### config.mk
export PLATFORM = sky130hd
export DESIGN_NAME = line_substring_search_unit
export DESIGN_NICKNAME = d
export VERILOG_FILES = /design/src/hw/rtl/lss_pkg.sv /design/src/hw/rtl/line_substring_search_unit.sv
export SDC_FILE = /design/constraint.sdc
export NUM_CORES = 1
export LEC_CHECK = 0
export BUFFER_PORTS_ARGS = -buffer_cell sky130_fd_sc_hd__buf_2
export CELL_PAD_IN_SITES_DETAIL_PLACEMENT = 2
export CELL_PAD_IN_SITES_GLOBAL_PLACEMENT = 2
export CORE_MARGIN = 3
export CORE_UTILIZATION = 44
export DETAILED_ROUTE_END_ITERATION = 6
export HOLD_SLACK_MARGIN = 0.12
export PLACE_DENSITY = 0.83
export SLEW_MARGIN = 40
export SYNTH_ARGS = -nofsm -noshare
export SYNTH_HDL_FRONTEND = slang
export SYNTH_SLANG_ARGS = --single-unit
### constraint.sdc
create_clock -name aclk -period 22.8 [get_ports aclk]
set_input_delay 4.56 -clock aclk [delete_from_list [all_inputs] [get_ports aclk]]
set_output_delay 4.56 -clock aclk [all_outputs]
set_load 0.005 [all_outputs]
### src/hw/rtl/lss_pkg.sv
// lss_pkg: shared types and constants for the line substring search unit
// item structs for both channels, register indexes, default parameter values
// no dependencies
`timescale 1ns / 1ps

package lss_pkg;

    // default parameter values
    localparam int PATTERN_MAX_DEF = 16;
    localparam int OFFSET_BITS_DEF = 32;

    // fixed widths
    localparam int PAT_LEN_W      = 5;
    localparam int PAT_BYTES_MAX  = 16;
    localparam int CFG_DATA_W     = 64;
    localparam int CFG_INDEX_W    = 2;
    localparam int OUT_OFFSET_W   = 32;
    localparam int HITS_W         = 16;

    localparam logic [7:0]        NEWLINE_BYTE = 8'h0A;
    localparam logic [HITS_W-1:0] HITS_LIMIT   = 16'hFFFF;

    // configuration register indexes
    localparam logic [CFG_INDEX_W-1:0] CFG_PATTERN_LENGTH = 2'd0;
    localparam logic [CFG_INDEX_W-1:0] CFG_PATTERN_LOW    = 2'd1;
    localparam logic [CFG_INDEX_W-1:0] CFG_PATTERN_HIGH   = 2'd2;

    // input item
    typedef struct packed {
        logic [7:0] data_byte;
        logic       last_byte;
    } in_item_t;

    // result item
    typedef struct packed {
        logic [OUT_OFFSET_W-1:0] line_begin;
        logic [OUT_OFFSET_W-1:0] line_finish;
        logic [HITS_W-1:0]       hit_count;
        logic                    final_line;
    } out_item_t;

endpackage

### src/hw/rtl/line_substring_search_unit.sv
// line_substring_search_unit: fixed-string line matcher over a byte stream
// depends on lss_pkg for item types, register indexes and defaults
`timescale 1ns / 1ps

// The unit takes one byte of a text slice per cycle while s_ready is high and
// counts non-overlapping occurrences of a configured pattern of 1 to
// PATTERN_MAX bytes within each line; a newline or the slice's last byte ends
// a line, and a line with at least one hit gives one result item with its
// start offset, its exclusive end offset, the saturating hit count and whether
// it closed the slice. A byte's result, if any, is registered into the output
// register, or into the skid register while the output stalls; the rate is set
// by the combinational window compare and state update. The two-entry output
// buffer lets input items flow on while a result waits; s_ready drops only once
// both entries are full. Configuration is written through cfg_wr_en, cfg_index
// and cfg_wr_data; the user must do so while the unit idles; nothing enforces it.
module line_substring_search_unit
    import lss_pkg::*;
#(
    parameter int PATTERN_MAX = PATTERN_MAX_DEF,
    parameter int OFFSET_BITS = OFFSET_BITS_DEF
) (
    input  logic                   aclk,
    input  logic                   aresetn,
    // configuration write port
    input  logic                   cfg_wr_en,
    input  logic [CFG_INDEX_W-1:0] cfg_index,
    input  logic [CFG_DATA_W-1:0]  cfg_wr_data,
    // input channel
    input  logic                   s_valid,
    output logic                   s_ready,
    input  in_item_t               s_item,
    // result channel
    output logic                   m_valid,
    input  logic                   m_ready,
    output out_item_t              m_item
);

    localparam int FILL_W = $clog2(PATTERN_MAX + 1);

    // configuration registers
    logic [PAT_LEN_W-1:0]  pattern_length_reg;
    logic [CFG_DATA_W-1:0] pattern_low_reg;
    logic [CFG_DATA_W-1:0] pattern_high_reg;

    // stream state
    logic [7:0]             window_reg [PATTERN_MAX];
    logic [7:0]             window_next [PATTERN_MAX];
    logic [FILL_W-1:0]      fill_reg, fill_next;
    logic [OFFSET_BITS-1:0] offset_reg, offset_next;
    logic [OFFSET_BITS-1:0] begin_reg, begin_next;
    logic [HITS_W-1:0]      hits_reg, hits_next;

    // output buffer
    out_item_t out_reg, out_next;
    out_item_t skid_reg, skid_next;
    logic      out_valid_reg, out_valid_next;
    logic      skid_valid_reg, skid_valid_next;

    logic                   accept;
    logic                   produce;
    out_item_t              result;
    logic [PAT_LEN_W-1:0]   act_len;
    logic [7:0]             pat_bytes [PAT_BYTES_MAX];
    logic [FILL_W-1:0]      fill_shift;
    logic                   window_hit;
    logic [OFFSET_BITS-1:0] off_inc;
    logic [HITS_W-1:0]      hits_upd;
    logic [63:0]            begin_ext, off_ext, off_inc_ext;

    assign s_ready = !skid_valid_reg;
    assign accept  = s_valid && s_ready;
    assign m_valid = out_valid_reg;
    assign m_item  = out_reg;

    // configuration writes
    always_ff @(posedge aclk) begin
        if (!aresetn) begin
            pattern_length_reg <= PAT_LEN_W'(1);
            pattern_low_reg    <= '0;
            pattern_high_reg   <= '0;
        end else if (cfg_wr_en) begin
            case (cfg_index)
                CFG_PATTERN_LENGTH: pattern_length_reg <= cfg_wr_data[PAT_LEN_W-1:0];
                CFG_PATTERN_LOW:    pattern_low_reg    <= cfg_wr_data;
                CFG_PATTERN_HIGH:   pattern_high_reg   <= cfg_wr_data;
                default: ;
            endcase
        end
    end

    // active pattern length, clamped to 1..PATTERN_MAX
    always_comb begin
        if (pattern_length_reg == '0) begin
            act_len = PAT_LEN_W'(1);
        end else if (pattern_length_reg > PAT_LEN_W'(PATTERN_MAX)) begin
            act_len = PAT_LEN_W'(PATTERN_MAX);
        end else begin
            act_len = pattern_length_reg;
        end
    end

    // pattern bytes, byte 0 in the low bits of the low word
    always_comb begin
        for (int i = 0; i < PAT_BYTES_MAX / 2; i++) begin
            pat_bytes[i]                     = pattern_low_reg[8*i +: 8];
            pat_bytes[i + PAT_BYTES_MAX / 2] = pattern_high_reg[8*i +: 8];
        end
    end

    // window shift, entry 0 is the newest byte
    always_comb begin
        window_next[0] = s_item.data_byte;
        for (int k = 1; k < PATTERN_MAX; k++) begin
            window_next[k] = window_reg[k-1];
        end
    end

    assign fill_shift = (fill_reg == FILL_W'(PATTERN_MAX)) ? fill_reg : fill_reg + 1'b1;

    // parallel compare: window entry k against pattern byte len-1-k
    always_comb begin
        logic [PAT_LEN_W-1:0] idx;
        window_hit = (PAT_LEN_W'(fill_shift) >= act_len);
        for (int k = 0; k < PATTERN_MAX; k++) begin
            idx = act_len - PAT_LEN_W'(1) - PAT_LEN_W'(k);
            if (PAT_LEN_W'(k) < act_len) begin
                if (window_next[k] != pat_bytes[idx[3:0]]) begin
                    window_hit = 1'b0;
                end
            end
        end
    end

    assign off_inc     = offset_reg + 1'b1;
    assign hits_upd    = (hits_reg == HITS_LIMIT) ? hits_reg : hits_reg + 1'b1;
    assign begin_ext   = 64'(begin_reg);
    assign off_ext     = 64'(offset_reg);
    assign off_inc_ext = 64'(off_inc);

    // per-byte state update and result
    always_comb begin
        fill_next          = fill_reg;
        hits_next          = hits_reg;
        begin_next         = begin_reg;
        offset_next        = offset_reg;
        produce            = 1'b0;
        result.line_begin  = begin_ext[OUT_OFFSET_W-1:0];
        result.line_finish = off_inc_ext[OUT_OFFSET_W-1:0];
        result.hit_count   = hits_reg;
        result.final_line  = s_item.last_byte;
        if (s_item.data_byte == NEWLINE_BYTE) begin
            produce            = (hits_reg != '0);
            result.line_finish = off_ext[OUT_OFFSET_W-1:0];
            fill_next          = '0;
            hits_next          = '0;
            begin_next         = off_inc;
        end else begin
            if (window_hit) begin
                hits_next = hits_upd;
                fill_next = '0;
            end else begin
                fill_next = fill_shift;
            end
            result.hit_count = hits_next;
            produce          = s_item.last_byte && (hits_next != '0);
        end
        if (s_item.last_byte) begin
            fill_next   = '0;
            hits_next   = '0;
            offset_next = '0;
            begin_next  = '0;
        end else begin
            offset_next = off_inc;
        end
    end

    // stream state registers
    always_ff @(posedge aclk) begin
        if (!aresetn) begin
            fill_reg   <= '0;
            hits_reg   <= '0;
            offset_reg <= '0;
            begin_reg  <= '0;
        end else if (accept) begin
            fill_reg   <= fill_next;
            hits_reg   <= hits_next;
            offset_reg <= offset_next;
            begin_reg  <= begin_next;
        end
    end

    // window bytes, only read behind the fill count
    always_ff @(posedge aclk) begin
        if (accept && s_item.data_byte != NEWLINE_BYTE) begin
            for (int k = 0; k < PATTERN_MAX; k++) begin
                window_reg[k] <= window_next[k];
            end
        end
    end

    // output register and skid entry
    always_comb begin
        out_next        = out_reg;
        skid_next       = skid_reg;
        out_valid_next  = out_valid_reg;
        skid_valid_next = skid_valid_reg;
        if (out_valid_reg && !m_ready) begin
            if (accept && produce) begin
                skid_next       = result;
                skid_valid_next = 1'b1;
            end
        end else if (skid_valid_reg) begin
            out_next        = skid_reg;
            out_valid_next  = 1'b1;
            skid_valid_next = 1'b0;
        end else if (accept && produce) begin
            out_next       = result;
            out_valid_next = 1'b1;
        end else begin
            out_valid_next = 1'b0;
        end
    end

    always_ff @(posedge aclk) begin
        if (!aresetn) begin
            out_valid_reg  <= 1'b0;
            skid_valid_reg <= 1'b0;
        end else begin
            out_valid_reg  <= out_valid_next;
            skid_valid_reg <= skid_valid_next;
        end
    end

    always_ff @(posedge aclk) begin
        out_reg  <= out_next;
        skid_reg <= skid_next;
    end

endmodule
==> results of run 1 <==
[cells in the mapped netlist, drive strengths merged (5+ instances only)]
master	count	area, um2
nand2	395	1501
edfxtp	282	8468
a21oi	230	1151
dfxtp	220	4404
nor2	196	745.7
clkbuf	166	623.1
mux2i	107	1071
xnor2	105	919.6
a22oi	102	770.7
mux2	102	1149
mux4	97	2185
xor2	86	760.7
o21ai	64	324.1
buf	54	280.3
nand3	44	220.2
and3	37	231.5
nand4	34	212.7
or3	34	212.7
o221ai	32	280.3
nor3	31	155.2
o22ai	29	181.4
nor4	28	187.7
a211oi	27	202.7
inv	23	91.33
a221oi	19	172.7
a31oi	18	112.6
ha	18	225.2
o211ai	17	127.6
nand2b	15	93.84
a32o	8	80.08
and2	8	50.05
or4	8	63.81
a2111oi	6	52.55
a222oi	6	60.06
a311oi	6	52.55
nor2b	6	37.54
a211o	5	43.79
[stage by stage]
stage / area (um2) / cells / setup WS (ps)
finish: 31650 / 3704 / 13560
global placement: 29690 / 3597 / 13310
floorplan: 28160 / 2743 / 11610
detailed placement: 29820 / 3600 / 13000
global route: 31640 / 3701 / 12870
CTS: 31600 / 3701 / 13290
[worst max-delay path, delay by kind of cell, from the launching register on]
| family | cells | cell delay, ps |
|---|---|---|
| and+or+nand+nor | 8 | 3310 |
| buffers and inverters | 5 | 1900 |
| muxes | 1 | 490 |
| AOI/OAI and AO/OA | 7 | 2060 |
| DFF | 1 | 300 |
| adders and majority gates | 1 | 430 |
| xor gates and xnor gates | 1 | 200 |
[cell families (layout without fill, tap and decap cells)]
logic type,after synthesis,in the layout,share of synthesized area [%]
XOR/XNOR,191,191,5.968
flip-flops,502,502,45.71
buffers and inverters,246,358,3.573
AO/OA/AOI/OAI,623,623,14.52
AND/OR/NAND/NOR,857,857,13.79
adder cells (fa/ha/maj),18,18,0.7998
multiplexers,306,306,15.64
other,0,3,0
[power breakdown]
part | switching (mW) | internal (mW) | leakage [nW]
sequential | 0.0336 | 0.974 | 4.29
combinational | 0.170 | 0.0900 | 6.02
clock | 0.392 | 0.498 | 0.876
total | 0.596 | 1.56 | 11.2
[layer usage]
layer  track usage (%)  part of all wire (%)  vias to the layer above
met3             5.629                   6.6                      361
li1                  -                     -                    10400
met5                 0                     0                        -
met1             43.23                    38                    12620
met2             61.57                    49                     1130
met4             22.03                   7.2                        0
[layout by cell type (no fill, tap or decap), drive strengths merged, types with 102 or more instances in the layout]
cell,instances
xnor2,105
nor2,196
buf,230
edfxtp,282
a22oi,102
a21oi,230
mux2,102
mux2i,107
dfxtp,220
nand2,395
[path summary, 6_finish.rpt]
check / startpoint / to / slack, ps / cells past startpoint
setup reg to reg: pattern_length_reg[1]$_SDFFE_PN0P_ / skid_reg[72]$_DFFE_PP_ / 13560 / 23
hold / removal: window_reg[0][39]$_DFFE_PP_ / window_reg[0][47]$_DFFE_PP_ / 480 / 0
hold reg to reg: window_reg[0][39]$_DFFE_PP_ / window_reg[0][47]$_DFFE_PP_ / 480 / 0
setup / recovery: pattern_length_reg[1]$_SDFFE_PN0P_ / skid_reg[72]$_DFFE_PP_ / 13560 / 23
[final cells by class]
cell class	count	area, um2	share of cell area (%)
inverters	26	107.6	0.3400
clock buffers	82	1600	5.057
flip-flops and latches	502	12880	40.69
diodes	3	7.507	0.02372
repair buffers	231	1363	4.305
clock inverters	19	182.7	0.5772
multi-input cells	1995	14450	45.66
well taps	846	1059	3.345
==> run_results.csv, run 1 <==
group,metric,value,unit
routing,vias,24510,
floorplan,core_area,0.06320,mm2
synthesis,async_flop_share,0,%
clock_network,holdBufCountCts,0,
floorplan,start_util,44.56,%
power,p_leak,11.19,nW
routing,first_pass_iters,7,
synthesis,avgSynthCellArea,10.27,um2
final_layout,fin_nets,2908,
final_layout,synthToLayoutAreaGrowth,12.39,%
critical_path,worstPathMaxFanout,66,
floorplan,num_rows,92,
critical_path,worst_path_most_repeated_cell,"buf_4",
routing,routed_wl,123.0,mm
place,place_congestion,1.017,
synthesis,synth_nets,2841,
grt,grt_pass1_vias,26200,
sta,whs,479.9,ps
routing,ant_nets,0,
routing,remaining_drc_errors,4,
critical_path,cpPeakStageDelay,640,ps
sta,fin_worst_skew,48.34,ps
synthesis,ys_warn_count,0,
clock_network,cts_root_buf,"clkbuf_16",
synthesis,ys_seq_area_share,45.71,%
final_layout,fillers,6383,
clock_network,cts_resized,0,
sta,min_period,9242,ps
floorplan,die_area,0.06707,mm2
sta,rsz0062_at_grt,"no",
floorplan,io_pins,163,
clock_network,cts_tree,"built",
critical_path,worst_ep_arrival_time,9530,ps
place,hpwl,88.22,mm
grt,grt_max_degree,84,
sta,worst_slew_pin_slew,907.9,ps
power,ir_worst_vdd,51.64,uV
synthesis,ys_ff_latch,502,
critical_path,crit_type,"reg -> reg",
min_path,hold_class,"reg -> reg",
clock_network,clock_latency,660,ps
outcome,run_status,"complete, but fails checks",
power,power_density,68.20,mW/mm2
floorplan,die_h,259.0,um
grt,antenna_found_initial,2,
sta,max_slew_margin,39.10,%
critical_path,startpoint_type,"register",
critical_path,end_kind,"register",
clock_network,cts.clk_slew.worst_paths,60,ps
final_layout,largest_register_ffs,120,
sta,setup_violations,0,
clock_network,htree_levels,2,
synthesis,synth_edf_count,282,
place,port_buffers,162,
sta,period_share,40.54,%
critical_path,slowest_stage,"or4_4",
clock_network,cts_made_buffers,54,
critical_path,worstPathCellList,"buf_4, or4_4, nand2_8, inv_6, ha_1, buf_4, nand2_1, mux2i_1, a21oi_1, xnor2_2, buf_4, a2111oi_0, o22ai_1, nor4b_1, o2111a_1, o211ai_1, nor4_2, nand3_1, o311ai_1, o31ai_1, and4b_1, nor2_4, buf_6",
final_layout,utilization,50.08,%
final_layout,layout-drive-gt1-share,19.79,%
clock_network,cts_sinks,502,
run,max-cap-violations,0,
synthesis,synth_cell_type_count,91,
routing,viasPerCell,6.617,
grt,grt-ovfl-total,0,
synthesis,synth_ff_type,"edfxtp_1",
sta,hold_violations,0,
routing,drt_iter0_drc,2585,
sta,max_freq,108.2,MHz
floorplan,dieWidth,259.0,um
clock_network,cts_setup_buffers,0,
grt,grt_pass1_wl,181.0,mm
synthesis,netlist_area,0.02816,mm2
outcome,violations,"design-rule violations",
clock_network,clockBufferDepth,3,
sta,setup_tns,0,ps
grt,grt_usage,36.21,%
critical_path,cp.required,23090,ps
sta,drv_slew,0,
synthesis,synth_cells,2743,
routing,wl_per_cell,33.20,um
power,power,2.158,mW
Note: power is estimated with default switching activity, not from simulation.
==> inputs of run 2 (changes only) <==
--- a/config.mk
+++ b/config.mk
@@ -5,14 +5,15 @@
 export SDC_FILE = /design/constraint.sdc
 export NUM_CORES = 1
 export LEC_CHECK = 0
+export ABC_AREA = 1
 export BUFFER_PORTS_ARGS = -buffer_cell sky130_fd_sc_hd__buf_2
 export CELL_PAD_IN_SITES_DETAIL_PLACEMENT = 2
 export CELL_PAD_IN_SITES_GLOBAL_PLACEMENT = 2
 export CORE_MARGIN = 3
-export CORE_UTILIZATION = 44
+export CORE_UTILIZATION = 32
 export DETAILED_ROUTE_END_ITERATION = 6
 export HOLD_SLACK_MARGIN = 0.12
-export PLACE_DENSITY = 0.83
+export PLACE_DENSITY = 0.73
 export SLEW_MARGIN = 40
 export SYNTH_ARGS = -nofsm -noshare
 export SYNTH_HDL_FRONTEND = slang
==> constraint.sdc (replaced) <==
create_clock -name aclk -period 8.3 [get_ports aclk]
set_input_delay 1.66 -clock aclk [delete_from_list [all_inputs] [get_ports aclk]]
set_output_delay 1.66 -clock aclk [all_outputs]
set_load 0.005 [all_outputs]
==> run_results.csv, run 2 <==
group,metric,value,unit
synthesis,netlist_area,0.02850,mm2
synthesis,yosysTopAreaCell,"edfxtp_1",
synthesis,synthSimpleGateAreaFrac,37.33,%
power,power_density,230.0,mW/mm2
routing,remaining_drc_errors,0,
final_layout,layout-drive-gt1-share,9.113,%
grt,grt_max_degree,100,
sta,fin_worst_skew,28.82,ps
synthesis,synth_ff_type,"edfxtp_1",
critical_path,crit_type,"reg -> reg",
critical_path,worstPathMaxFanout,27,
clock_network,cts_sinks,502,
power,p_leak,14.05,nW
critical_path,worstReg2RegStart,"pattern_length_reg[4]$_SDFFE_PN0P_",
clock_network,cts_tree,"built",
floorplan,core_area,0.08756,mm2
synthesis,synth_cells,3969,
grt,grt_pass1_vias,30690,
grt,grt_pass1_wl,203.1,mm
critical_path,end_kind,"register",
synthesis,synth_fa_ha_area_share,0.7903,%
critical_path,cpPeakStageDelay,640,ps
routing,drt_iter0_drc,1786,
floorplan,num_rows,108,
place,port_buffers,162,
power,switching_share,34.77,%
synthesis,synth-compound-area-share,8.048,%
sta,hold_violations,0,
synthesis,synth_cell_type_count,45,
critical_path,critPathBufInv,3,
clock_network,cts_made_buffers,66,
place,place_congestion,0.9677,
floorplan,start_util,32.55,%
min_path,hold_path_end,"skid_reg[61]$_DFFE_PP_",
power,p_switching,2.609,mW
clock_network,holdBufCountCts,0,
synthesis,avgSynthCellArea,7.180,um2
final_layout,largest_register_ffs,120,
floorplan,die_h,304.4,um
floorplan,dieWidth,304.4,um
final_layout,mostFrequentLayoutCell,"nand2_1",
min_path,hold_class,"reg -> reg",
routing,viasPerCell,5.520,
critical_path,reg2reg_depth,31,
outcome,run_status,"finished clean",
synthesis,synth_commonest_cells,"nand2_1, nand3_1, inv_1",
synthesis,yosysMostFrequentCell,"nand2_1",
synthesis,synth_top_area_share,29.71,%
synthesis,synth_edf_count,282,
place,hpwl,103.8,mm
routing,ant_nets,0,
synthesis,synthTopCellsByArea,"edfxtp_1, nand2_1, nand3_1, dfxtp_1, inv_1",
power,ir_worst_vdd,133.5,uV
critical_path,worst_ep_arrival_time,7730,ps
sta,drv_slew,0,
clock_network,cts_setup_buffers,0,
routing,wl_per_cell,26.18,um
synthesis,ys_ff_latch,502,
min_path,min_from,"begin_reg[12]$_SDFFE_PN0P_",
grt,grt_usage,29.12,%
synthesis,ys_seq_area_share,45.17,%
critical_path,r2r_setup_slack,890,ps
synthesis,synth_nets,4067,
critical_path,crit_start,"pattern_length_reg[4]$_SDFFE_PN0P_",
grt,grt-ovfl-total,0,
sta,max_freq,134.9,MHz
sta,period_share,89.31,%
critical_path,startpoint_type,"register",
clock_network,clock_latency,630,ps
final_layout,fin_nets,4140,
sta,rsz0062_at_grt,"no",
sta,setup_violations,0,
sta,setup_tns,0,ps
sta,max_slew_margin,44.44,%
power,p_int,4.895,mW
power,combPwrFrac,23.3,%
synthesis,synthXorXnorAreaFrac,1.436,%
routing,first_pass_iters,5,
critical_path,r2r-end,"skid_reg[1]$_DFFE_PP_",
sta,min_period,7413,ps
power,power_frac_clock,39.7,%
clock_network,cts_root_buf,"clkbuf_16",
run,max-cap-violations,0,
sta,worst_slew_pin_slew,831.4,ps
grt,antenna_found_initial,7,
critical_path,worst_path_most_repeated_cell,"nand2_1",
synthesis,async_flop_share,0,%
routing,routed_wl,137.4,mm
critical_path,slowest_stage,"nor2_4",
min_path,min_path_cells,0,
floorplan,die_area,0.09267,mm2
clock_network,cts.clk_slew.worst_paths,60,ps
power,seqPwrFrac,37.0,%
synthesis,synthMuxAreaShare,0,%
clock_network,cts_resized,0,
critical_path,cp.required,8620,ps
final_layout,final_cell_mix,"nand2_1, nand3_1, inv_1",
final_layout,synthToLayoutAreaGrowth,14.48,%
routing,vias,28980,
synthesis,synth_top_family_by_area,"simple AND/OR/NAND/NOR gates",
floorplan,io_pins,163,
power,power,7.505,mW
clock_network,clockBufferDepth,3,
critical_path,crit_family,"simple AND/OR/NAND/NOR gates",
synthesis,ys_warn_count,0,
clock_network,htree_levels,3,
## run 2: cell count changes after synthesis, moves of 101 or more
cell     change
nand2_1    +882
nand3_1    +852
inv_1      +278
o21ai_0    +162
mux2i_1    -107
a22oi_1    -101
## run 2: final cells by class
| class | count | area [um2] |
|---|---|---|
| Clock buffer | 88 | 1814 |
| Tap cell | 1155 | 1445 |
| Clock inverter | 31 | 412.9 |
| Sequential cell | 502 | 12870 |
| Inverter | 311 | 1171 |
| Antenna cell | 1 | 2.502 |
| Timing Repair Buffer | 213 | 1272 |
| Fill cell | 10430 | 54940 |
| Multi-Input combinational cell | 2948 | 13630 |
## run 2: worst register-to-register path, delay by kind of cell, from the launching register on
family                     cells  cell delay, ps
DFF                            1             510
AOI/OAI and AO/OA              1             300
adders and majority gates      1             360
and+or+nand+nor               26            5110
buffers and inverters          3             830
## run 2: how the worst max path moves through the flow
stage / slack [ps] / endpoint / depth (start not counted)
finish: 890 / skid_reg[1]$_DFFE_PP_ / 31
global route: 290 / skid_reg[3]$_DFFE_PP_ / 31
CTS: 960 / skid_reg[4]$_DFFE_PP_ / 31
detailed placement: 1010 / skid_reg[10]$_DFFE_PP_ / 31
global placement: 1140 / skid_reg[10]$_DFFE_PP_ / 30
floorplan: 200 / window_reg[0][0]$_DFFE_PP_ / 5
## run 2: power by group through the flow
stage	clock, mW	combinational, mW	sequential [mW]
floorplan	0	1.07	2.79
global placement	0	1.68	2.82
detailed placement	0	1.72	2.83
CTS	3.06	1.73	2.77
global route	3.15	1.91	2.78
finish	2.98	1.75	2.77
## run 2: per-stage QoR
step           area [um2]  hold WS [ps]  util (%)  std cells  setup slack, ps
5_1_grt             32620         442.2     37.26       5248            288.3
3_5_place_dp        30370         420.6     34.69       5128             1012
2_1_floorplan       28500         408.2         -       3969            196.7
3_3_place_gp        30330         409.5     34.64       5127             1142
4_1_cts             32600         429.3     37.23       5247            965.0
6_report            32630         426.6     37.26       5249            887.2
## run 2: cell families after synthesis
kind of cell / count (synthesis)
compound gates: 447
fa+ha+maj: 18
simple gates: 2438
flops: 502
xor+xnor: 45
buf+inv: 519
## run 2: per-layer routing
metal	global-route usage (%)	vias up	routed length, um
li1	-	13410	-
met3	3.146	312	4771
met5	0	-	23
met1	34.13	14580	55460
met4	18.23	4	10110
met2	50.83	666	67070
